File: src/hw/rtl/mbef_pkg.sv
// Shared types, constants and codes of the mesh boundary edge finder.
`timescale 1ns / 1ps
`default_nettype none

package mbef_pkg;

    localparam int MAX_NODES     = 64;
    localparam int MAX_TRIANGLES = 64;
    localparam int NODE_IDX_W    = 6;
    localparam int CNT_W         = 7;
    localparam int COORD_W       = 32;
    localparam int TOL_W         = 16;
    localparam int CFG_IDX_W     = 2;
    localparam int CFG_DATA_W    = 16;

    localparam logic [TOL_W-1:0] TOL_RESET = TOL_W'(66);

    typedef enum logic [1:0] {
        KIND_WR_NODE  = 2'd0,
        KIND_WR_TRI   = 2'd1,
        KIND_Q_NODE   = 2'd2,
        KIND_Q_EDGE   = 2'd3
    } kind_t;

    typedef enum logic [1:0] {
        SIDE_TOP    = 2'd0,
        SIDE_BOTTOM = 2'd1,
        SIDE_LEFT   = 2'd2,
        SIDE_RIGHT  = 2'd3
    } side_t;

    typedef enum logic [CFG_IDX_W-1:0] {
        CFG_TOLERANCE = 2'd0,
        CFG_NODES     = 2'd1,
        CFG_ELEMENTS  = 2'd2
    } cfg_idx_t;

    typedef enum logic [1:0] {
        ADDR_IDX = 2'd0,
        ADDR_VA  = 2'd1,
        ADDR_VB  = 2'd2,
        ADDR_VC  = 2'd3
    } addr_sel_t;

    typedef enum logic [1:0] {
        VERT_A = 2'd0,
        VERT_B = 2'd1,
        VERT_C = 2'd2
    } vert_t;

    typedef enum logic [3:0] {
        S_IDLE,
        S_EXT,
        S_EXT_DRAIN,
        S_NODE,
        S_NODE_DRAIN,
        S_TRI,
        S_VA,
        S_VB,
        S_VC,
        S_CAPC,
        S_EVAL,
        S_FIN
    } state_t;

    typedef struct packed {
        logic [1:0]                kind;
        logic [NODE_IDX_W-1:0]     slot;
        logic signed [COORD_W-1:0] x_coord;
        logic signed [COORD_W-1:0] y_coord;
        logic [NODE_IDX_W-1:0]     vertex_a;
        logic [NODE_IDX_W-1:0]     vertex_b;
        logic [NODE_IDX_W-1:0]     vertex_c;
        logic [1:0]                side;
    } mbef_in_t;

    typedef struct packed {
        logic                      found;
        logic [NODE_IDX_W-1:0]     element_index;
        logic [NODE_IDX_W-1:0]     first_node;
        logic [NODE_IDX_W-1:0]     second_node;
        logic signed [COORD_W-1:0] mid_x;
        logic signed [COORD_W-1:0] mid_y;
        logic                      last;
    } mbef_out_t;

    typedef struct packed {
        logic [NODE_IDX_W-1:0] a;
        logic [NODE_IDX_W-1:0] b;
        logic [NODE_IDX_W-1:0] c;
    } tri_t;

    // controller -> datapath
    typedef struct packed {
        logic                  wr_node;
        logic                  wr_tri;
        logic                  qstart;
        logic                  tri_rd;
        logic                  ext_rd;
        logic                  ext_first;
        logic                  node_chk;
        logic                  cap_en;
        vert_t                 cap_sel;
        logic                  edge_eval;
        logic                  finish;
        addr_sel_t             addr_sel;
        logic [NODE_IDX_W-1:0] idx;
    } mbef_cmd_t;

    // datapath -> controller
    typedef struct packed {
        logic [CNT_W-1:0] nn;
        logic [CNT_W-1:0] ne;
    } mbef_stat_t;

endpackage

`default_nettype wire

File: src/hw/rtl/mbef_ctrl.sv
// Query sequencer of the mesh boundary edge finder.
`timescale 1ns / 1ps
`default_nettype none

module mbef_ctrl
(
    input  wire logic               clk,
    input  wire logic               rst_n,
    input  wire logic               start,
    input  wire logic [1:0]         kind,
    input  wire mbef_pkg::mbef_stat_t stat,
    output mbef_pkg::mbef_cmd_t     cmd,
    output logic                    busy
);

    mbef_pkg::state_t                state_reg, state_next;
    logic [mbef_pkg::CNT_W-1:0]      idx_reg, idx_next;
    logic                            edge_reg, edge_next;
    logic                            idx_last_node;
    logic                            idx_last_tri;
    logic                            accept;

    assign busy          = (state_reg != mbef_pkg::S_IDLE);
    assign accept        = start && !busy;
    assign idx_last_node = ((idx_reg + mbef_pkg::CNT_W'(1)) == stat.nn);
    assign idx_last_tri  = ((idx_reg + mbef_pkg::CNT_W'(1)) == stat.ne);

    always_ff @(posedge clk or negedge rst_n)
    begin
        if (!rst_n)
        begin
            state_reg <= mbef_pkg::S_IDLE;
            idx_reg   <= '0;
            edge_reg  <= 1'b0;
        end
        else
        begin
            state_reg <= state_next;
            idx_reg   <= idx_next;
            edge_reg  <= edge_next;
        end
    end

    always_comb
    begin
        state_next    = state_reg;
        idx_next      = idx_reg;
        edge_next     = edge_reg;
        cmd           = '0;
        cmd.addr_sel  = mbef_pkg::ADDR_IDX;
        cmd.cap_sel   = mbef_pkg::VERT_A;
        cmd.idx       = idx_reg[mbef_pkg::NODE_IDX_W-1:0];

        unique case (state_reg)
            mbef_pkg::S_IDLE:
            begin
                idx_next = '0;
                if (accept)
                begin
                    unique case (mbef_pkg::kind_t'(kind)) inside
                        mbef_pkg::KIND_WR_NODE: cmd.wr_node = 1'b1;
                        mbef_pkg::KIND_WR_TRI:  cmd.wr_tri  = 1'b1;
                        mbef_pkg::KIND_Q_NODE, mbef_pkg::KIND_Q_EDGE:
                        begin
                            cmd.qstart = 1'b1;
                            edge_next  = (mbef_pkg::kind_t'(kind) == mbef_pkg::KIND_Q_EDGE);
                            state_next = (stat.nn == '0) ? mbef_pkg::S_FIN : mbef_pkg::S_EXT;
                        end
                        default: ;
                    endcase
                end
            end
            mbef_pkg::S_EXT:
            begin
                cmd.ext_rd    = 1'b1;
                cmd.ext_first = (idx_reg == '0);
                if (idx_last_node)
                begin
                    idx_next   = '0;
                    state_next = mbef_pkg::S_EXT_DRAIN;
                end
                else
                begin
                    idx_next = idx_reg + mbef_pkg::CNT_W'(1);
                end
            end
            mbef_pkg::S_EXT_DRAIN:
            begin
                if (!edge_reg)
                    state_next = mbef_pkg::S_NODE;
                else if (stat.ne == '0)
                    state_next = mbef_pkg::S_FIN;
                else
                    state_next = mbef_pkg::S_TRI;
            end
            mbef_pkg::S_NODE:
            begin
                cmd.node_chk = 1'b1;
                if (idx_last_node)
                    state_next = mbef_pkg::S_NODE_DRAIN;
                else
                    idx_next = idx_reg + mbef_pkg::CNT_W'(1);
            end
            mbef_pkg::S_NODE_DRAIN:
            begin
                state_next = mbef_pkg::S_FIN;
            end
            mbef_pkg::S_TRI:
            begin
                cmd.tri_rd = 1'b1;
                state_next = mbef_pkg::S_VA;
            end
            mbef_pkg::S_VA:
            begin
                cmd.addr_sel = mbef_pkg::ADDR_VA;
                state_next   = mbef_pkg::S_VB;
            end
            mbef_pkg::S_VB:
            begin
                // vertex a data returns while b is read
                cmd.addr_sel = mbef_pkg::ADDR_VB;
                cmd.cap_en   = 1'b1;
                cmd.cap_sel  = mbef_pkg::VERT_A;
                state_next   = mbef_pkg::S_VC;
            end
            mbef_pkg::S_VC:
            begin
                cmd.addr_sel = mbef_pkg::ADDR_VC;
                cmd.cap_en   = 1'b1;
                cmd.cap_sel  = mbef_pkg::VERT_B;
                state_next   = mbef_pkg::S_CAPC;
            end
            mbef_pkg::S_CAPC:
            begin
                cmd.cap_en  = 1'b1;
                cmd.cap_sel = mbef_pkg::VERT_C;
                state_next  = mbef_pkg::S_EVAL;
            end
            mbef_pkg::S_EVAL:
            begin
                cmd.edge_eval = 1'b1;
                if (idx_last_tri)
                begin
                    state_next = mbef_pkg::S_FIN;
                end
                else
                begin
                    idx_next   = idx_reg + mbef_pkg::CNT_W'(1);
                    state_next = mbef_pkg::S_TRI;
                end
            end
            mbef_pkg::S_FIN:
            begin
                cmd.finish = 1'b1;
                state_next = mbef_pkg::S_IDLE;
            end
            default:
            begin
                state_next = mbef_pkg::S_IDLE;
            end
        endcase
    end

endmodule

`default_nettype wire

File: config.mk
export PLATFORM = sky130hd
export DESIGN_NAME = mbef_ctrl
export DESIGN_NICKNAME = d
export VERILOG_FILES = /design/src/hw/rtl/mbef_pkg.sv /design/src/hw/rtl/mbef_ctrl.sv
export SDC_FILE = /design/constraint.sdc
export NUM_CORES = 1
export LEC_CHECK = 0
export BUFFER_PORTS_ARGS = -buffer_cell sky130_fd_sc_hd__buf_2
export CORE_ASPECT_RATIO = 1.1
export CORE_MARGIN = 2
export CORE_UTILIZATION = 40
export DETAILED_ROUTE_END_ITERATION = 8
export SYNTH_ARGS = -nofsm -noshare
export SYNTH_HDL_FRONTEND = slang
export SYNTH_SLANG_ARGS = --single-unit
File: constraint.sdc
create_clock -name clk -period 3.2 [get_ports clk]
set_input_delay 0.48 -clock clk [delete_from_list [all_inputs] [get_ports clk]]
set_output_delay 0.48 -clock clk [all_outputs]
set_load 0.005 [all_outputs]
==> flow_summary.toml <==
[cts]
cts_max_path_buffers = 2
cts-root-buf = "clkbuf_4"
cts_tree = "built"
cts_setup_buffers = 0
cts-resized-gates = 0
clock_latency_ns = 0.28
cts_hold_buffers = 0
cts_sinks = 12
cts-htree-levels = 1
path_clk_slew_ns = 0.08
numCtsBuffers = 3

[cells_and_area]
multiInputGateArea_um2 = 878.3
syn2layout_area_growth_pct = 14.27
finish.net_count = 215
layout_commonest_cell = "buf_2"
instances_no_fill = 227
seqCellArea_um2 = 300.3
final_cell_mix = "buf_2, nand2_1, nor2_1, xnor2_1, dfrtp_1"
diodes = 0
drive_gt1_share_pct = 27.46
fillerInstances = 305
largest_reg_flops = 7

[sta]
min_period_ns = 2.706
fin_tns_setup_ns = 0
worst_pin_slew_ns = 0.6194
rsz0062_at_grt = "false"
holdWs_ns = 0.07633
hold_viol_final = 0
clock_skew_ns = 0.003191
slew_headroom_pct = 58.33
post-route-period-util_pct = 84.58
finalMaxSlewViolations = 0
max_freq_ghz = 0.3695
setup-violations-final = 0

[setup_path]
worstPathCellList = "inv_1 > ha_1 > xnor2_1 > nand2_1 > or4_4 > nor4_4 > a2bb2oi_2 > nor3b_1 > a221o_1"
cp.required_ns = 3.37
critical_path.max_fanout = 7
arrival_ns = 2.87
critPathMaxStageDelay_ns = 0.55
cp_slowest_cell = "or4_4"
criticalPathCategory = "reg2reg"
critPathBufInv = 1
start_kind = "flop"
cpLargestDelayFamily = "simple AND/OR/NAND/NOR gates"
cp-end-kind = "flop"

[job]
drv_cap = 0

[floorplan]
start_util_pct = 42.21
die_width_um = 58.31
die-area_mm2 = 0.003716
die_h_um = 63.74
core_area_mm2 = 0.003074
row_count = 21
pin_count = 40

[grt]
grt_max_degree = 19
grt_overflow = 0
grt_pass1_vias = 1192
grt_pass1_wl_mm = 5.644
grt_usage_pct = 19.83
antenna_found_initial = 0

[synthesis]
yosys.area.top_type = "dfrtp_1"
synth_ff_type = "dfrtp_1"
synth_top_area_share_pct = 23.14
ys_seq_area_share_pct = 23.14
synth_cells = 165
synth_area_leaders = "dfrtp_1, xnor2_1, nand2_1"
synth_fp_nets = 186
postSynth.asyncResetShare_pct = 100.0
ys_warn_count = 0
synth.cell_area_mm2 = 0.001297
syn_avg_cell_area_um2 = 7.864
synth-seq-cells = 12
synth_cell_types = 43
synth_edf_count = 0

[route]
drt.antenna.violating_nets = 0
viasPerCell = 5.586
drt_iter0_drc = 42
firstDrtPassIters = 4
post_drt_wl_per_cell_um = 14.96
num_vias = 1268
drcViolationCount = 0
drt-total-wl_mm = 3.396

[placed_design]
placed_cells = 223
dpl.hpwl_mm = 2.633
portBuffers = 39
gp_congestion = 0.8783

[power]
leakage_uw = 0.0006728
p_per_area_mw_per_mm2 = 755.5
ir_drop_mv = 0.5204

[outcome]
outcome = "finished, final reports clean"

[hold_path]
worstHoldPathType = "in2async"
-- cell families after synthesis --
group                      share of synthesized area (%)
and+or+nand+nor                                    32.69
AOI/OAI and AO/OA                                  16.97
buffers and inverters                              9.161
xor gates and xnor gates                           14.37
DFF                                                23.14
muxes                                              1.736
adders and majority gates                          1.928
-- per-stage QoR --
step / setup slack [ns] / cell area, um^2 / power (uW) / utilization [%]
6_report: 0.4935 / 1483 / 1120 / 48.23
5_1_grt: 0.3282 / 1483 / 1224 / 48.23
4_1_cts: 0.5113 / 1483 / 1122 / 48.23
3_5_place_dp: 0.5134 / 1446 / 996.5 / 47.05
3_3_place_gp: 0.6065 / 1446 / 990.1 / 47.05
2_1_floorplan: 0.7567 / 1297 / 844.8 / -
-- worst register-to-register path: cells and delay by family (launching register included) --
kind | cells | cell delay, ns
buf+inv | 1 | 0.11
fa+ha+maj | 1 | 0.36
flops | 1 | 0.48
xor+xnor | 1 | 0.14
compound gates | 2 | 0.55
simple gates | 4 | 0.96
-- cell type report --
type	instances	share of cell area [%]
clock buffer	4	2.447
sequential	12	20.25
timing repair buffer	39	13.16
inverter	8	2.025
multi-input combinational	130	59.24
tap	34	2.869
-- cell usage after synthesis (2+ instances only) --
cell,count
mux2_2,2
nand3_1,5
inv_1,8
a221o_1,2
nand2b_1,8
o21ai_1,3
buf_2,2
nor3b_1,4
or3_1,3
o21ai_0,5
buf_4,6
nor3_1,7
nor2_1,12
a21oi_1,11
and3_1,2
clkbuf_1,6
nand2_1,15
xor2_1,4
o21a_1,3
dfrtp_1,12
nor4_1,4
or2_2,2
ha_1,2
xnor2_1,12
nor2b_1,5
a221oi_1,3
-- report_power, final --
| part | internal (uW) | switching, uW |
|---|---|---|
| Clock | 69.2 | 56.3 |
| Combinational | 325 | 338 |
| Sequential | 201 | 131 |
-- path summary, 6_finish.rpt --
check / start / endpoint / slack (ns) / depth (start not counted)
min in group clk: kind[0] / edge_reg / 0.46 / 2
max: idx_reg[0] / idx_reg[2] / 0.49 / 9
min reg2reg: edge_reg / edge_reg / 0.54 / 1
max in group asynchronous: rst_n / idx_reg[1] / 2.89 / 1
min: rst_n / edge_reg / 0.08 / 1
max reg2reg: idx_reg[0] / idx_reg[2] / 0.49 / 9
-- routing by layer --
metal | vias up | share of wire (%) | track usage, %
met5 | - | 0 | 0
met4 | 0 | 0.68 | 6.395
met3 | 2 | 3.4 | 3.239
met2 | 27 | 52 | 34.41
met1 | 606 | 44 | 24.47
li1 | 633 | - | -
Note: power is estimated with default switching activity, not from simulation.
